--- src/rtl/jep_pkg.sv ---
// Shared types and constants for the Josephus elimination order block.
package jep_pkg;

    localparam int MAX_POSITIONS_DEF = 256;

    localparam int CFG_W      = 9;
    localparam int CFG_IDX_W  = 1;
    localparam int POS_OUT_W  = 8;
    localparam int DVD_CNT_W  = $clog2(CFG_W);

    localparam logic [CFG_IDX_W-1:0] CFG_LIST_LENGTH = 1'b0;
    localparam logic [CFG_IDX_W-1:0] CFG_STEP_COUNT  = 1'b1;

    localparam logic [CFG_W-1:0] LIST_LENGTH_RST = 9'd1;
    localparam logic [CFG_W-1:0] STEP_COUNT_RST  = 9'd2;

    typedef enum logic [2:0] {
        ST_IDLE,
        ST_FILL,
        ST_DIV,
        ST_SCAN,
        ST_WRITE
    } state_t;

    typedef struct packed {
        logic                 valid;
        logic [POS_OUT_W-1:0] position;
        logic                 survivor;
        logic                 none_left;
    } result_t;

endpackage

--- src/rtl/jep_ring_mem.sv ---
// Presence map storage: one write port, one read port, registered read data.
module jep_ring_mem #(
    parameter int MAX_POSITIONS = jep_pkg::MAX_POSITIONS_DEF
) (
    input  logic                             clk,
    input  logic                             wr_en,
    input  logic [$clog2(MAX_POSITIONS)-1:0] wr_addr,
    input  logic                             wr_data,
    input  logic [$clog2(MAX_POSITIONS)-1:0] rd_addr,
    output logic                             rd_data
);

    logic mem [MAX_POSITIONS];

    always_ff @(posedge clk)
    begin
        if (wr_en)
        begin
            mem[wr_addr] <= wr_data;
        end
    end

    always_ff @(posedge clk)
    begin
        rd_data <= mem[rd_addr];
    end

endmodule

--- src/rtl/jep_ctrl.sv ---
// Sequencer: refill sweep, step remainder, presence scan and removal write-back.
module jep_ctrl #(
    parameter int MAX_POSITIONS = jep_pkg::MAX_POSITIONS_DEF
) (
    input  logic                             clk,
    input  logic                             rst_n,
    input  logic                             start,
    input  logic                             restart,
    input  logic [jep_pkg::CFG_W-1:0]        list_length,
    input  logic [jep_pkg::CFG_W-1:0]        step_count,
    output logic                             busy,
    output logic                             mem_wr_en,
    output logic [$clog2(MAX_POSITIONS)-1:0] mem_wr_addr,
    output logic                             mem_wr_data,
    output logic [$clog2(MAX_POSITIONS)-1:0] mem_rd_addr,
    input  logic                             mem_rd_data,
    output jep_pkg::result_t                 result
);

    localparam int AW = $clog2(MAX_POSITIONS);
    localparam int CW = $clog2(MAX_POSITIONS + 1);
    localparam int LW = (CW > jep_pkg::CFG_W) ? CW : jep_pkg::CFG_W;
    localparam logic [AW-1:0] LAST_ADDR = AW'(MAX_POSITIONS - 1);
    localparam logic [jep_pkg::DVD_CNT_W-1:0] LAST_BIT =
        jep_pkg::DVD_CNT_W'(jep_pkg::CFG_W - 1);

    jep_pkg::state_t state_reg, state_next;

    logic [AW-1:0]                  fill_idx_reg, fill_idx_next;
    logic [CW-1:0]                  fill_len_reg, fill_len_next;
    logic                           fill_reply_reg, fill_reply_next;
    logic [CW-1:0]                  remaining_reg, remaining_next;
    logic [AW-1:0]                  cur_reg, cur_next;
    logic [jep_pkg::CFG_W-1:0]      dvd_reg, dvd_next;
    logic [jep_pkg::DVD_CNT_W-1:0]  bit_reg, bit_next;
    logic [CW-1:0]                  rem_reg, rem_next;
    logic [CW-1:0]                  cnt_reg, cnt_next;
    logic [AW-1:0]                  addr_reg, addr_next;
    logic                           rd_vld_reg, rd_vld_next;
    logic [AW-1:0]                  rd_addr_reg, rd_addr_next;
    logic [AW-1:0]                  pos_reg, pos_next;

    logic                  accept;
    logic [CW-1:0]         len_sat;
    logic [jep_pkg::CFG_W-1:0] step_m1;
    logic [CW:0]           rem_sh;
    logic                  rem_ge;
    logic [CW-1:0]         rem_new;
    logic                  hit;
    logic [AW-1:0]         pos_succ;

    assign accept  = start && (state_reg == jep_pkg::ST_IDLE);
    assign len_sat = (LW'(list_length) > LW'(MAX_POSITIONS)) ?
                     CW'(MAX_POSITIONS) : CW'(list_length);
    // step_count of zero acts as one
    assign step_m1 = (step_count == '0) ? '0 : step_count - 1'b1;

    // restoring remainder, one dividend bit per cycle: (k-1) mod remaining
    assign rem_sh  = {rem_reg, dvd_reg[jep_pkg::CFG_W-1]};
    assign rem_ge  = rem_sh >= {1'b0, remaining_reg};
    assign rem_new = rem_ge ? CW'(rem_sh - {1'b0, remaining_reg}) : CW'(rem_sh);

    assign hit      = rd_vld_reg && mem_rd_data;
    assign pos_succ = (pos_reg == LAST_ADDR) ? '0 : pos_reg + 1'b1;

    always_comb
    begin
        state_next = state_reg;
        case (state_reg)
            jep_pkg::ST_IDLE:
            begin
                if (accept)
                begin
                    if (restart)
                    begin
                        state_next = jep_pkg::ST_FILL;
                    end
                    else if (remaining_reg != '0)
                    begin
                        state_next = jep_pkg::ST_DIV;
                    end
                end
            end
            jep_pkg::ST_FILL:
            begin
                if (fill_idx_reg == LAST_ADDR)
                begin
                    state_next = jep_pkg::ST_IDLE;
                end
            end
            jep_pkg::ST_DIV:
            begin
                if (bit_reg == LAST_BIT)
                begin
                    state_next = jep_pkg::ST_SCAN;
                end
            end
            jep_pkg::ST_SCAN:
            begin
                if (hit && cnt_reg == '0)
                begin
                    state_next = jep_pkg::ST_WRITE;
                end
            end
            jep_pkg::ST_WRITE:
            begin
                state_next = jep_pkg::ST_IDLE;
            end
            default:
            begin
                state_next = jep_pkg::ST_IDLE;
            end
        endcase
    end

    always_comb
    begin
        busy            = state_reg != jep_pkg::ST_IDLE;
        mem_wr_en       = 1'b0;
        mem_wr_addr     = pos_reg;
        mem_wr_data     = 1'b0;
        mem_rd_addr     = addr_reg;
        result          = '0;
        fill_idx_next   = fill_idx_reg;
        fill_len_next   = fill_len_reg;
        fill_reply_next = fill_reply_reg;
        remaining_next  = remaining_reg;
        cur_next        = cur_reg;
        dvd_next        = dvd_reg;
        bit_next        = bit_reg;
        rem_next        = rem_reg;
        cnt_next        = cnt_reg;
        addr_next       = addr_reg;
        rd_vld_next     = 1'b0;
        rd_addr_next    = rd_addr_reg;
        pos_next        = pos_reg;
        case (state_reg)
            jep_pkg::ST_IDLE:
            begin
                if (accept)
                begin
                    if (restart)
                    begin
                        fill_idx_next   = '0;
                        fill_len_next   = len_sat;
                        fill_reply_next = 1'b1;
                    end
                    else if (remaining_reg == '0)
                    begin
                        result.valid     = 1'b1;
                        result.none_left = 1'b1;
                    end
                    else
                    begin
                        dvd_next = step_m1;
                        bit_next = '0;
                        rem_next = '0;
                    end
                end
            end
            jep_pkg::ST_FILL:
            begin
                mem_wr_en     = 1'b1;
                mem_wr_addr   = fill_idx_reg;
                mem_wr_data   = CW'(fill_idx_reg) < fill_len_reg;
                fill_idx_next = fill_idx_reg + 1'b1;
                if (fill_idx_reg == LAST_ADDR)
                begin
                    fill_idx_next    = '0;
                    remaining_next   = fill_len_reg;
                    cur_next         = '0;
                    result.valid     = fill_reply_reg;
                    result.none_left = 1'b1;
                end
            end
            jep_pkg::ST_DIV:
            begin
                rem_next = rem_new;
                dvd_next = dvd_reg << 1;
                bit_next = bit_reg + 1'b1;
                if (bit_reg == LAST_BIT)
                begin
                    cnt_next  = rem_new;
                    addr_next = cur_reg;
                end
            end
            jep_pkg::ST_SCAN:
            begin
                // reads stream one address per cycle; the read data comes back registered
                mem_rd_addr  = addr_reg;
                addr_next    = (addr_reg == LAST_ADDR) ? '0 : addr_reg + 1'b1;
                rd_vld_next  = 1'b1;
                rd_addr_next = addr_reg;
                if (hit)
                begin
                    if (cnt_reg == '0)
                    begin
                        pos_next    = rd_addr_reg;
                        rd_vld_next = 1'b0;
                    end
                    else
                    begin
                        cnt_next = cnt_reg - 1'b1;
                    end
                end
            end
            jep_pkg::ST_WRITE:
            begin
                mem_wr_en       = 1'b1;
                mem_wr_addr     = pos_reg;
                mem_wr_data     = 1'b0;
                remaining_next  = remaining_reg - 1'b1;
                // next scan skips absent entries, so the successor slot will do
                cur_next        = (remaining_reg == CW'(1)) ? '0 : pos_succ;
                result.valid    = 1'b1;
                result.position = jep_pkg::POS_OUT_W'(pos_reg);
                result.survivor = remaining_reg == CW'(1);
            end
            default:
            begin
                busy = 1'b1;
            end
        endcase
    end

    always_ff @(posedge clk or negedge rst_n)
    begin
        if (!rst_n)
        begin
            state_reg      <= jep_pkg::ST_FILL;
            fill_idx_reg   <= '0;
            fill_len_reg   <= CW'(jep_pkg::LIST_LENGTH_RST);
            fill_reply_reg <= 1'b0;
            remaining_reg  <= '0;
            cur_reg        <= '0;
            bit_reg        <= '0;
            rd_vld_reg     <= 1'b0;
        end
        else
        begin
            state_reg      <= state_next;
            fill_idx_reg   <= fill_idx_next;
            fill_len_reg   <= fill_len_next;
            fill_reply_reg <= fill_reply_next;
            remaining_reg  <= remaining_next;
            cur_reg        <= cur_next;
            bit_reg        <= bit_next;
            rd_vld_reg     <= rd_vld_next;
        end
    end

    always_ff @(posedge clk)
    begin
        dvd_reg     <= dvd_next;
        rem_reg     <= rem_next;
        cnt_reg     <= cnt_next;
        addr_reg    <= addr_next;
        rd_addr_reg <= rd_addr_next;
        pos_reg     <= pos_next;
    end

endmodule

--- src/rtl/josephus_elimination_order.sv ---
// Top level: configuration registers, result registers, sequencer and presence map.
//
// Usage:
//   Requests enter on start/restart; a request is taken at a rising edge with start
//   high and busy low. restart=1 refills the ring with list_length positions, restart=0
//   removes the next position, counting step_count present positions from the current
//   point. Every request gives one result, shown for one cycle with done high; the
//   receiver cannot stall it, so it must sample removed_position, is_survivor and
//   none_left in that cycle.
//   Configuration: cfg_wr_en, cfg_index, cfg_data write list_length (index 0) or
//   step_count (index 1) at once; write only while busy is low and no result is due.
// Operation:
//   Empty ring: done is registered from the request, busy stays low.
//   Restart: a refill sweep writes one map entry per cycle over the whole map;
//   done follows the sweep.
//   Removal: a restoring remainder over the step count, one bit at a time, then a scan
//   of the map at one entry per cycle through its single read port until the target is
//   found, then a write-back clears that entry; done follows in the next cycle.
// Reset: rst_n clears control state and starts the same refill sweep (list_length 1,
//   step_count 2); busy is high during the sweep and no result is given.
module josephus_elimination_order #(
    parameter int MAX_POSITIONS = jep_pkg::MAX_POSITIONS_DEF
) (
    input  logic                              clk,
    input  logic                              rst_n,
    input  logic                              start,
    output logic                              busy,
    input  logic                              restart,
    input  logic                              cfg_wr_en,
    input  logic [jep_pkg::CFG_IDX_W-1:0]     cfg_index,
    input  logic [jep_pkg::CFG_W-1:0]         cfg_data,
    output logic                              done,
    output logic [jep_pkg::POS_OUT_W-1:0]     removed_position,
    output logic                              is_survivor,
    output logic                              none_left
);

    localparam int AW = $clog2(MAX_POSITIONS);

    logic [jep_pkg::CFG_W-1:0] list_length_reg;
    logic [jep_pkg::CFG_W-1:0] step_count_reg;

    logic                  done_reg;
    logic [jep_pkg::POS_OUT_W-1:0] removed_reg;
    logic                  survivor_reg;
    logic                  none_reg;

    logic          mem_wr_en;
    logic [AW-1:0] mem_wr_addr;
    logic          mem_wr_data;
    logic [AW-1:0] mem_rd_addr;
    logic          mem_rd_data;
    jep_pkg::result_t result;

    always_ff @(posedge clk or negedge rst_n)
    begin
        if (!rst_n)
        begin
            list_length_reg <= jep_pkg::LIST_LENGTH_RST;
            step_count_reg  <= jep_pkg::STEP_COUNT_RST;
        end
        else if (cfg_wr_en)
        begin
            case (cfg_index)
                jep_pkg::CFG_LIST_LENGTH: list_length_reg <= cfg_data;
                jep_pkg::CFG_STEP_COUNT:  step_count_reg  <= cfg_data;
                default:
                begin
                end
            endcase
        end
    end

    always_ff @(posedge clk or negedge rst_n)
    begin
        if (!rst_n)
        begin
            done_reg <= 1'b0;
        end
        else
        begin
            done_reg <= result.valid;
        end
    end

    always_ff @(posedge clk)
    begin
        removed_reg  <= result.position;
        survivor_reg <= result.survivor;
        none_reg     <= result.none_left;
    end

    assign done             = done_reg;
    assign removed_position = removed_reg;
    assign is_survivor      = survivor_reg;
    assign none_left        = none_reg;

    jep_ctrl #(
        .MAX_POSITIONS(MAX_POSITIONS)
    ) u_ctrl (
        .clk         (clk),
        .rst_n       (rst_n),
        .start       (start),
        .restart     (restart),
        .list_length (list_length_reg),
        .step_count  (step_count_reg),
        .busy        (busy),
        .mem_wr_en   (mem_wr_en),
        .mem_wr_addr (mem_wr_addr),
        .mem_wr_data (mem_wr_data),
        .mem_rd_addr (mem_rd_addr),
        .mem_rd_data (mem_rd_data),
        .result      (result)
    );

    jep_ring_mem #(
        .MAX_POSITIONS(MAX_POSITIONS)
    ) u_mem (
        .clk     (clk),
        .wr_en   (mem_wr_en),
        .wr_addr (mem_wr_addr),
        .wr_data (mem_wr_data),
        .rd_addr (mem_rd_addr),
        .rd_data (mem_rd_data)
    );

endmodule

--- config.mk ---
export PLATFORM = sky130hd
export DESIGN_NAME = josephus_elimination_order
export DESIGN_NICKNAME = d
export VERILOG_FILES = /design/src/rtl/jep_pkg.sv /design/src/rtl/jep_ring_mem.sv /design/src/rtl/jep_ctrl.sv /design/src/rtl/josephus_elimination_order.sv
export SDC_FILE = /design/constraint.sdc
export NUM_CORES = 1
export LEC_CHECK = 0
export BUFFER_PORTS_ARGS = -buffer_cell sky130_fd_sc_hd__buf_2
export CAP_MARGIN = 20
export CORE_MARGIN = 4
export CORE_UTILIZATION = 56
export DETAILED_ROUTE_END_ITERATION = 8
export MAX_ROUTING_LAYER = met4
export PLACE_DENSITY_LB_ADDON = 0.3
export SLEW_MARGIN = 20
export SYNTH_ARGS = -nofsm -noshare
export SYNTH_HDL_FRONTEND = slang
export SYNTH_SLANG_ARGS = --single-unit
--- constraint.sdc ---
create_clock -name clk -period 13.6 [get_ports clk]
set_input_delay 0.68 -clock clk [delete_from_list [all_inputs] [get_ports clk]]
set_output_delay 0.68 -clock clk [all_outputs]
set_load 0.02 [all_outputs]
# == Word level (Yosys, flattened, before mapping) ==
# Memories as Yosys holds them, arrays and structs flattened. A register that Yosys moved wholly into a read port is not among the register bits.
# Index checks and enable logic that the tools add are counted.
# op_classes
order_cmp,3
n_mux,55
reduce_logical,25
bitwise_logic,1
n_eq_ne,19
addsub,8
# ops
operator,count
9-bit 2-to-1 mux,13
8-bit 2-to-1 mux,9
9-bit case mux with 2 select lines,4
8-bit case mux with 2 select lines,3
9-bit logical NOT,3
"9-bit by 1-bit subtractor with 9-bit output, second input constant",3
"8-bit by 1-bit adder with 8-bit output, second input constant",3
"8-bit == test, second input constant",3
3-bit 2-to-1 mux,6
1-bit 2-to-1 mux,13
4-bit 2-to-1 mux,3
3-bit case mux with 4 select lines,1
10-bit by 9-bit >= comparator with 1-bit output,1
"2-bit by 1-bit != test with 1-bit output, second input constant",5
"9-bit by 1-bit == test with 1-bit output, second input constant",1
"9-bit > comparator, second input constant",1
8-bit by 9-bit < comparator with 1-bit output,1
3-bit AND reduction,3
9-bit nonzero test,1
9-bit subtractor,1
"2-bit != test, second input constant",4
4-bit case mux with 2 select lines,1
2-bit AND reduction,4
4-bit AND reduction,2
other kinds (16),22
# word_totals
out_inout_bits,12
mem_bits_rw,256
mem_count,1
word_cells,132
regBits,123
inputBits,15
# mem_list
memory,depth,width,read_ports,rd_ports_with_merged_regs,wr,line,source
u_mem.mem,256,1,1,1,1,jep_ring_mem.sv:13,logic mem [MAX_POSITIONS];

# == Logic depth before layout (Yosys ltp) ==
# Gate-level depths: netlist of the first run.
# logic_depth
ltp_word,6
mapped_depth,12
depth_no_buf,11

# == Hierarchy ==
# Synthesis of the first run repeated with hierarchy kept, for this count alone.
# hier_totals
cells_unflattened,1421
hier_area_um2,17575.6
# by_module_without_submodules
module,n_inst,area_per_inst_um2,cells_each,seq_area_each_um2
jep_ring_mem,1,11128.2,788,7707.4
jep_ctrl,1,5535.3,583,2610.0
josephus_elimination_order,1,912.1,50,678.2

# == Worst setup path before layout of the first run ==
# Ideal clock, no wire load.
# synth_timing
kind,flip-flop to flip-flop
startpoint,register u_ctrl.fill_idx_reg[1]
endpoint,memory u_mem.mem[0] (data pin)
stages_incl_launch_ff,8
arrival_time_ns,8.582
synth_period_minus_slack_ns,10.313
path_slack_ns,3.287
setup_time_ns,1.730
path_buffers,0
t_required_ns,11.870
path_cell_list,dfrtp_1 ha_1 a21o_1 a21o_1 a21o_1 a211oi_1 o21bai_1 a31oi_1
# synth_via
elab_chain_cells,2
# synth_lines
element,line,source
"start, declared",jep_ctrl.sv:29,"logic [AW-1:0] fill_idx_reg, fill_idx_next;"
"start signal, assigned",jep_ctrl.sv:242,fill_idx_reg <= fill_idx_next;
8-bit by 9-bit < comparator with 1-bit output,jep_ctrl.sv:165,mem_wr_data = CW'(fill_idx_reg) < fill_len_reg;
1-bit 2-to-1 mux,jep_ctrl.sv:137,case (state_reg)
net mem_wr_data,josephus_elimination_order.sv:50,logic mem_wr_data;
"end, declared",jep_ring_mem.sv:13,
# The timed path passes the listed nets, and every way through them passes these cells.

==> summary.txt, run 1 <==
Status
  – Status: completed

Timing
  – Pins over their slew limit: 0
  – Setup TNS Final: 0 ns
  – Clock skew: 0.0199 ns
  – Final Critical Period: 3.54 ns
  – Hold Fails Final Rpt: 0
  – RSZ-0062 raised after global routing: no
  – Period utilization: 26.0%
  – Max_slew headroom: 24.6%
  – Setup Viol. Count Final: 0
  – Least-Margin Pin Slew: 1.10 ns
  – Max frequency: 282 MHz

Setup path
  – Crit path DAT: 3.98 ns
  – CP Class: flop to flop
  – Critical-path top delay cell: a2111oi_0
  – CP startpoint kind: flop
  – Flop2flop setup slack: 10.06 ns
  – CP cell instances: buf_4 -> nand2_1 -> o221ai_1 -> a21oi_1 -> a2111oi_0 -> o32ai_1 -> nor3_1
  – CP required: 14.04 ns
  – Max incr delay on CP: 0.98 ns
  – Crit-path max FO: 55
  – Nature of the critical path endpoint: flop

Clock tree
  – Clk buf depth: 3
  – Clock sink count: 380
  – Total CTS buffers: 38
  – Root buf cell: clkbuf_16
  – CTS tree: done
  – Setup Fix Bufs, Post-CTS: 0
  – Clock Latency Late Sink: 0.53 ns
  – # resized after CTS: 0
  – H-tree depth: 2
  – CTS Hold Bufs: 0
  – Clk slew on worst S/H paths: 0.06 ns

Final layout
  – Max reg flops: 256
  – Diodes inserted: 0
  – Synth-to-Final Area Change: 8.33%
  – Commonest non-fill, non-tap cells in the layout: 307 x nor2_1, 307 x edfxtp_1, 122 x nand2_1, 62 x o21ai_0, 58 x dfrtp_1
  – Share of post-route cells with drive strength above 1: 11.8%
  – Top reg by flops: u_mem.mem
  – Fill cells: 2332
  – Finished Layout Cells: 1811
  – Total Nets Final: 1428

Floorplanning
  – Die ar.: 34000 µm²
  – Rows: 64
  – Area of the core: 30700 µm²
  – I/O pin count: 27
  – Initial Utilization: 56.8%
  – Chip Width: 184 µm
  – Chip height: 184 µm

Synth
  – Adder-Cell Fraction of Synth Area: 1.91%
  – Synth Area in Simple Gates: 13.7%
  – Ys Warns: 0
  – Top cell type's share of synthesized area: 52.9%
  – Synth Net Count: 1436
  – Most area-consuming cells after synthesis: edfxtp_1 53%, dfrtp_1 8.3%, mux4_2 6.9%
  – Number of synthesized flops with an enable pin: 307
  – Post-synthesis average cell area: 12.5 µm²
  – Post-Synth XOR/XNOR Area: 1.31%
  – Main combinational cell family by area after synthesis: simple AND/OR/NAND/NOR gates
  – Mux contribution to synthesized area: 10.3%
  – Gate Count Post-Synth: 1395
  – Yosys top cell by area: edfxtp_1
  – Async SR Flop Fraction: 16.3%
  – Netlist cell types: 63
  – Compound-Gate Fraction of Synth Area: 6.77%
  – Post-Syn Area: 17400 µm²
  – Seq/Total Area, Yosys: 63.1%
  – Synthesized flop and latch total: 380
  – Post-synth top flop: edfxtp_1

Job
  – Max_cap viols: 0

Pwr
  – Psw: 0.00101 W
  – P per Cell Area: 175 nW/µm²
  – Switching part of the total: 30.7%
  – Clock share of power: 29.0%
  – Int Pwr: 0.00228 W
  – Sequential power share: 47.4%
  – Leakage power: 6.37 nW
  – Comb pwr share: 23.6%
  – Worst-case vdd ir drop: 0.172 mV

Hold path
  – HP Class: primary input to asynchronous set/reset pin

Global routing
  – Largest net degree at the start of global routing: 257
  – Total GRT Usage: 23.7%
  – Gr ovfl total: 0
  – First-pass GRT wire length: 60600 µm
  – Vias in the first global route: 10900
  – Initial antenna violation count: 0

Placed design
  – GPL Wtd Cong: 0.859
  – # placed instances: 1743
  – Port buffer count: 26
  – HPWL after detailed placement: 23300 µm

Routing
  – Detailed Route WL: 38500 µm
  – Iter 0 DRT Violations: 1502
  – Vias per Instance: 6.18
  – Via count: 11200
  – Drc violations: 0
  – Pre-antenna DRT Iters: 7
  – DR WL/cell: 21.3 µm
  – ANT nets after route: 0
## layer usage
layer	vias to the layer above	global-route usage, %	wire length, µm
li1	5084	-	-
met1	5505	32.5	15600
met2	503	36.6	18500
met3	92	4.05	3380
met4	0	7.57	1070
met5	-	-	0
## final timing paths
kind / startpoint / end / depth (start not counted)
worst min-delay path: rst_n / step_count_reg[3] / 2
min in group clk: cfg_data[4] / step_count_reg[4] / 2
worst min register to register: u_ctrl.rd_addr_reg[7] / u_ctrl.pos_reg[7] / 0
worst max-delay path: u_ctrl.mem_rd_addr[1] / u_mem.rd_data / 7
worst max register to register: u_ctrl.mem_rd_addr[1] / u_mem.rd_data / 7
max in group asynchronous: rst_n / u_ctrl.cur_reg[2] / 2
## critical path, delay by kind of cell (launching register included)
kind | cells | cell delay [ns]
and+or+nand+nor | 2 | 0.85
buffers and inverters | 1 | 0.63
DFF | 1 | 0.32
AOI/OAI and AO/OA | 4 | 1.65
## power by group through the flow
stage	Combinational, W	Clock (W)	Sequential, W
detailed placement	0.000772	0	0.00158
global placement	0.000754	0	0.00158
finish	0.000778	0.000955	0.00156
floorplan	0.000588	0	0.00160
global route	0.000862	0.00102	0.00157
CTS	0.000777	0.000970	0.00156
## cell families after synthesis
kind of cell,after synthesis
muxes,111
AOI/OAI and AO/OA,179
adders and majority gates,26
xor gates and xnor gates,26
buffers and inverters,114
and+or+nand+nor,559
DFF,380
## cell usage after synthesis, types with 13 or more instances
library cell	instances
nand3b_1	15
nand2_1	122
edfxtp_1	307
clkbuf_1	57
xnor2_1	17
nor2_1	307
dfrtp_1	58
nand2b_1	15
nand3_1	36
mux2i_1	37
a21oi_1	24
mux2_2	21
inv_1	33
o21ai_0	62
o221ai_1	13
ha_1	25
mux4_2	53
## through the flow
step           power (W)  hold slack [ns]  setup WS, ns  instance area [µm²]  util (%)
3_5_place_dp     0.00235            0.405         10.02                17700      57.9
5_1_grt          0.00345            0.377          9.84                18900      61.5
3_3_place_gp     0.00233            0.401         10.01                17700      57.9
6_report         0.00329            0.322         10.06                18900      61.5
4_1_cts          0.00330            0.346         10.01                18900      61.5
2_1_floorplan    0.00219            0.384          3.29                17400         -
## final cells by class
type	instances	area, µm²	area share (%)
clock inverter	15	91.3	0.484
sequential	380	11000	58.3
multi-input combinational	901	5950	31.5
tap	396	495	2.63
clock buffer	53	1030	5.44
inverter	34	128	0.676
timing repair buffer	32	188	0.995
Power figures use the tool's default switching activity.
==> run 2, diff against run 1 <==
- clock period: 13.6 -> 3.7 ns (I/O delays scaled with it)
==> summary.txt, run 2 (synthesized netlist as in run 1, its figures left out) <==
Final layout
  – Share of post-route cells with drive strength above 1: 15.3% (+3.5 points)
  – Top reg by flops: u_mem.mem
  – Diodes inserted: 0 (unchanged)
  – Synth-to-Final Area Change: 12.4%
  – Commonest non-fill, non-tap cells in the layout: 307 x nor2_1, 307 x edfxtp_1, 122 x nand2_1, 62 x o21ai_0, 58 x dfrtp_1
  – Final instance area: 19600 µm² (+3.7%)
  – Total Nets Final: 1495 (+4.7%)
  – Max reg flops: 256 (unchanged)

Placed design
  – HPWL after detailed placement: 26600 µm (+14%)
  – Post-Place Worst Slack: 0.654 ns (-9.36 ns)
  – Port buffer count: 26 (unchanged)
  – GPL Wtd Cong: 0.874 (+1.7%)
  – Post-Place Cell Area: 18200 µm² (+2.8%)

Timing
  – Setup Viol. Count Final: 0 (unchanged)
  – Least-Margin Pin Slew: 1.02 ns (-0.0792 ns)
  – Pins over their slew limit: 0 (unchanged)
  – Final worst-path setup slack: 0.621 ns (-9.44 ns)
  – Period utilization: 83.2% (+57 points)
  – Clock skew: 0.0213 ns (+0.00137 ns)
  – Final Critical Period: 3.08 ns (-0.462 ns)
  – Max_slew headroom: 31.6% (+7.0 points)
  – Max frequency: 325 MHz (+15%)
  – RSZ-0062 raised after global routing: no
  – Hold Fails Final Rpt: 0 (unchanged)

Routing
  – Vias per Instance: 6.17 (about the same)
  – Via count: 11600 (+3.6%)
  – Met2 wire len: 19400 µm (+4.5%)
  – Pre-antenna DRT Iters: 5 (-2)
  – DR WL/cell: 21.7 µm (+2.2%)
  – ANT nets after route: 0 (unchanged)
  – Met1 WL: 17000 µm (+9.3%)
  – Met3 Wirelength: 3540 µm (+4.8%)
  – Iter 0 DRT Violations: 1289 (-14%)
  – Detailed Route WL: 40800 µm (+6.0%)
  – Max Used Layer: met4
  – Drc violations: 0 (unchanged)

Clock tree
  – Root buf cell: clkbuf_16
  – CTS tree: done
  – H-tree depth: 2 (unchanged)
  – Clk slew on worst S/H paths: 0.06 ns (about the same)
  – Clk buf depth: 3 (unchanged)
  – Clock sink count: 380 (unchanged)
  – Setup Fix Bufs, Post-CTS: 0 (unchanged)
  – Total CTS buffers: 39 (+2.6%)
  – Clock Latency Late Sink: 0.53 ns (about the same)

Floorplanning
  – Rows: 64 (unchanged)
  – Chip Width: 184 µm (unchanged)
  – I/O pin count: 27 (unchanged)
  – Chip height: 184 µm (unchanged)
  – Die ar.: 34000 µm² (unchanged)
  – Initial Utilization: 56.8% (unchanged)
  – Area of the core: 30700 µm² (unchanged)

Setup path
  – Max incr delay on CP: 0.46 ns (-0.52 ns)
  – CP Class: flop to flop
  – CP cell instances: ha_1 -> inv_1 -> fa_1 -> a21o_1 -> a21oi_1 -> nor2_1 -> o31ai_1 -> nand2b_1 -> mux2i_1 -> a21oi_1
  – Crit path DAT: 3.36 ns (-0.62 ns)
  – Most numerous cell on the critical path: a21oi_1
  – CP startpoint kind: flop
  – Crit path max-delay family: compound AO/OA/AOI/OAI gates
  – Nature of the critical path endpoint: flop
  – CP required: 3.98 ns (-10.06 ns)
  – Worst Path Buf+Inv: 1 (unchanged)
  – Crit-path max FO: 11 (-80%)
  – Flop2flop setup slack: 0.62 ns (-9.44 ns)
  – Critical-path top delay cell: fa_1

Job
  – Max_cap viols: 0 (unchanged)

Pwr
  – Clock share of power: 29.8% (+0.8 points)
  – Worst-case vdd ir drop: 0.411 mV (+140%)
  – Psw: 0.00387 W (+280%)
  – Sequential power share: 45.4% (-2.0 points)
  – P per Cell Area: 645 nW/µm² (+270%)
  – Total power: 0.0126 W (+280%)
  – Int Pwr: 0.00875 W (+280%)
  – Comb pwr share: 24.8% (+1.2 points)
  – Leakage power: 6.73 nW (+5.6%)
  – Switching part of the total: 30.6% (-0.052 points)

Global routing
  – Initial antenna violation count: 0 (unchanged)
  – Gr ovfl total: 0 (unchanged)
  – Vias in the first global route: 11400 (+4.5%)
  – Total GRT Usage: 25.0% (+1.4 points)
  – First-pass GRT wire length: 64200 µm (+5.9%)
  – Largest net degree at the start of global routing: 72 (-72%)

Hold path
  – HP Class: primary input to flop

Status
  – Status: completed
run 2: changes by cell type in the layout (fill, tap and decap cells not counted), sizes merged:
cell         before  now
inv              36   34
buf              32   87
clkbuf           53   50
clkinvlp          0    3
clkinv           13   14
dlygate4sd3       0   11
bufinv            0    2
run 2: power by group through the flow:
stage	Sequential (W)	Combinational [W]	Clock, W
2_1_floorplan	0.00573	0.00219	0
3_3_place_gp	0.00579	0.00299	0
3_5_place_dp	0.00580	0.00308	0
4_1_cts	0.00572	0.00311	0.00381
5_1_grt	0.00576	0.00342	0.00400
6_report	0.00573	0.00313	0.00375
run 2: repair_timing:
item                       CTS  global route
setup endpoints to repair    0             0
hold endpoints to repair    51             0
resized for setup            0             0
hold buffers                11             0
run 2: final cells by class:
class / instances / area, µm²
clock inverters: 19 / 160
clock buffers: 50 / 1060
inverters: 34 / 128
repair buffers: 98 / 786
multi-input cells: 901 / 5950
flip-flops and latches: 380 / 11000
fillers: 2278 / 11100
well taps: 396 / 495
run 2: worst reg2reg max path, cell delays in order (launching register included):
cell,delay [ns]
dfrtp_1,0.42
ha_1,0.19
inv_1,0.06
fa_1,0.46
a21o_1,0.19
a21oi_1,0.25
nor2_1,0.09
o31ai_1,0.29
nand2b_1,0.40
mux2i_1,0.37
a21oi_1,0.11
run 2: final timing paths:
path / end / cells past startpoint / from
worst max-delay path: u_ctrl.cnt_reg[6] / 10 / u_ctrl.remaining_reg[0]
worst min-delay path: u_ctrl.state_reg[1] / 3 / restart
worst max register to register: u_ctrl.cnt_reg[6] / 10 / u_ctrl.remaining_reg[0]
worst min register to register: u_ctrl.pos_reg[5] / 0 / u_ctrl.rd_addr_reg[5]
max in group asynchronous: u_ctrl.fill_len_reg[0] / 3 / rst_n
min in group asynchronous: step_count_reg[8] / 2 / rst_n
run 2: metal layers:
metal	GRT usage, %	vias up
li1	-	5213
met1	35.8	5797
met2	38.5	498
met3	3.75	80
met4	6.09	0
met5	-	-
run 2: metrics by stage:
step	TNS, ns	std cells	util, %	hold slack, ns
final	0	1878	63.8	0.0814
after global routing	0	1878	63.8	0.0863
after CTS	0	1878	63.8	0.0629
after detailed placement	0	1798	59.5	0.306
after global placement	0	1798	59.5	0.302
after floorplan	-223.46	1395	-	-0.111
==> run 3, diff against run 2 <==
- clock period: 3.7 -> 2.45 ns (I/O delays scaled with it)
==> summary.txt, run 3 (synthesized netlist as in run 1, its figures left out) <==
Timing
  – Final worst-path setup slack: -0.117 ns (-0.738 ns)
  – Pins over their slew limit: 0 (unchanged)
  – RSZ-0062 raised after global routing: yes
  – Final Critical Period: 2.57 ns (-0.512 ns)
  – Setup Viol. Count Final: 14 (+14)
  – Max_slew headroom: 48.6% (+17 points)
  – Period utilization: 105% (+22 points)
  – Max frequency: 390 MHz (+20%)
  – Hold_ws: 0.120 ns (+0.0386 ns)
  – Least-Margin Pin Slew: 0.761 ns (-0.263 ns)
  – Hold Fails Final Rpt: 0 (unchanged)
  – Clock skew: 0.0271 ns (+0.00579 ns)

Routing
  – Iter 0 DRT Violations: 1582 (+23%)
  – Via count: 12000 (+3.3%)
  – Pre-antenna DRT Iters: 5 (unchanged)
  – DR WL/cell: 22.0 µm (+1.0%)
  – Detailed Route WL: 43200 µm (+5.7%)
  – Drc violations: 0 (unchanged)
  – Vias per Instance: 6.09 (-1.3%)
  – ANT nets after route: 0 (unchanged)

Global routing
  – Vias in the first global route: 11800 (+3.6%)
  – Largest net degree at the start of global routing: 50 (-31%)
  – First-pass GRT wire length: 66500 µm (+3.7%)
  – Total GRT Usage: 26.1% (+1.1 points)
  – Initial antenna violation count: 0 (unchanged)
  – Gr ovfl total: 0 (unchanged)

Setup path
  – Crit path max-delay family: compound AO/OA/AOI/OAI gates
  – Nature of the critical path endpoint: flop
  – Most numerous cell on the critical path: inv_2
  – CP Class: flop to flop
  – Worst Reg-to-Reg Cells: 12 (+2)
  – Crit-path max FO: 4 (-7)
  – Critical-path top delay cell: edfxtp_1
  – Flop2flop setup slack: -0.12 ns (-0.74 ns)
  – CP cell instances: inv_2 -> ha_4 -> inv_2 -> fa_2 -> a21o_1 -> a21oi_2 -> nor2_2 -> o31ai_2 -> nand2b_1 -> buf_6 -> mux2_2 -> mux2i_1
  – Crit path DAT: 2.94 ns (-0.42 ns)
  – CP required: 2.82 ns (-1.16 ns)
  – Worst Path Buf+Inv: 3 (+2)
  – Critical path depth: 12 (+2)
  – Max incr delay on CP: 0.38 ns (-0.08 ns)
  – CP startpoint kind: flop

Floorplanning
  – Chip Width: 184 µm (unchanged)
  – I/O pin count: 27 (unchanged)
  – Die ar.: 34000 µm² (unchanged)
  – Rows: 64 (unchanged)
  – Chip height: 184 µm (unchanged)
  – Initial Utilization: 56.8% (unchanged)
  – Area of the core: 30700 µm² (unchanged)

Final layout
  – Commonest non-fill, non-tap cells in the layout: 307 x edfxtp_1, 306 x nor2_1, 118 x nand2_1, 115 x buf_4
  – Synth-to-Final Area Change: 18.8%
  – Share of post-route cells with drive strength above 1: 21.4% (+6.0 points)
  – Commonest non-fill, non-tap cell in the layout: edfxtp_1
  – Top reg by flops: u_mem.mem
  – Total Nets Final: 1577 (+5.5%)
  – Max reg flops: 256 (unchanged)
  – Diodes inserted: 0 (unchanged)
  – Post-layout util: 67.5% (+3.6 points)

Status
  – Status: finished, violations left
  – Failing checks: setup timing

Clock tree
  – Root buf cell: clkbuf_16
  – CTS tree: done
  – Clk buf depth: 3 (unchanged)
  – Clock Latency Late Sink: 0.53 ns (about the same)
  – H-tree depth: 2 (unchanged)
  – Total CTS buffers: 41 (+5.1%)
  – Clk slew on worst S/H paths: 0.06 ns (about the same)
  – Clock sink count: 380 (unchanged)

Hold path
  – HP Class: primary input to flop
  – Hold path depth: 3 (unchanged)

Pwr
  – Comb pwr share: 28.5% (+3.7 points)
  – P per Cell Area: 1000 nW/µm² (+56%)
  – Switching part of the total: 30.0% (-0.66 points)
  – Psw: 0.00623 W (+61%)
  – Leakage power: 7.27 nW (+8.0%)
  – Worst-case vdd ir drop: 0.573 mV (+39%)
  – Int Pwr: 0.0145 W (+66%)
  – Clock share of power: 30.2% (+0.4 points)
  – Sequential power share: 41.3% (-4.1 points)

Placed design
  – GPL Wtd Cong: 0.877 (+0.33%)
  – Port buffer count: 26 (unchanged)
  – HPWL after detailed placement: 27200 µm (+2.3%)

Job
  – Max_cap viols: 0 (unchanged)
## run 3: worst min-delay path, cell delays in order
cell     delay (ns)
buf_2          0.08
nor2b_1        0.14
mux2_2         0.26
## run 3: final cells by class
| type | count | area [µm²] |
|---|---|---|
| multi-input combinational | 901 | 6120 |
| fill | 2119 | 9980 |
| clock inverter | 22 | 269 |
| tap | 396 | 495 |
| clock buffer | 53 | 1100 |
| inverter | 34 | 128 |
| timing repair buffer | 178 | 1580 |
| sequential | 380 | 11000 |
## run 3: power groups by stage
stage / clock network (W) / registers, W / logic [W]
final: 0.00628 / 0.00858 / 0.00592
after CTS: 0.00636 / 0.00856 / 0.00543
after global routing: 0.00665 / 0.00862 / 0.00640
after global placement: 0 / 0.00866 / 0.00508
after floorplan: 0 / 0.00866 / 0.00333
after detailed placement: 0 / 0.00867 / 0.00522
## run 3: repair_timing
item	CTS	global route
endpoints found under the setup margin	20	171
cloned	0	3
hold endpoints to repair	49	0
setup buffers	6	14
resized for setup	9	42
pin swaps	2	8
hold buffers	13	0
## run 3: worst paths after layout
path,start,endpoint
max,u_ctrl.dvd_reg[8],u_ctrl.cnt_reg[0]
min,cfg_index,list_length_reg[3]
max reg2reg,u_ctrl.dvd_reg[8],u_ctrl.cnt_reg[0]
min reg2reg,u_ctrl.rd_addr_reg[3],u_ctrl.pos_reg[3]
max in group asynchronous,rst_n,u_ctrl.fill_len_reg[0]
min in group asynchronous,rst_n,u_ctrl.fill_idx_reg[4]
## run 3: through the flow
stage | cell area [µm²] | total power [W] | worst slack, ns | setup TNS, ns | instances
6_report | 20700 | 0.0208 | -0.117 | -0.783 | 1964
4_1_cts | 20300 | 0.0203 | -0.0162 | -0.0331 | 1950
3_3_place_gp | 18700 | 0.0137 | -0.0543 | -0.383 | 1856
3_5_place_dp | 18700 | 0.0139 | -0.135 | -1.33 | 1856
2_1_floorplan | 17500 | 0.0120 | -2.12 | -543.48 | 1395
5_1_grt | 20700 | 0.0217 | -0.190 | -2.28 | 1964
## run 3: per-layer routing
| metal | track usage (%) | part of all wire [%] |
|---|---|---|
| met5 | - | 0 |
| met3 | 3.65 | 8.6 |
| met2 | 43.2 | 50 |
| met1 | 34.4 | 38 |
| met4 | 7.13 | 3.2 |
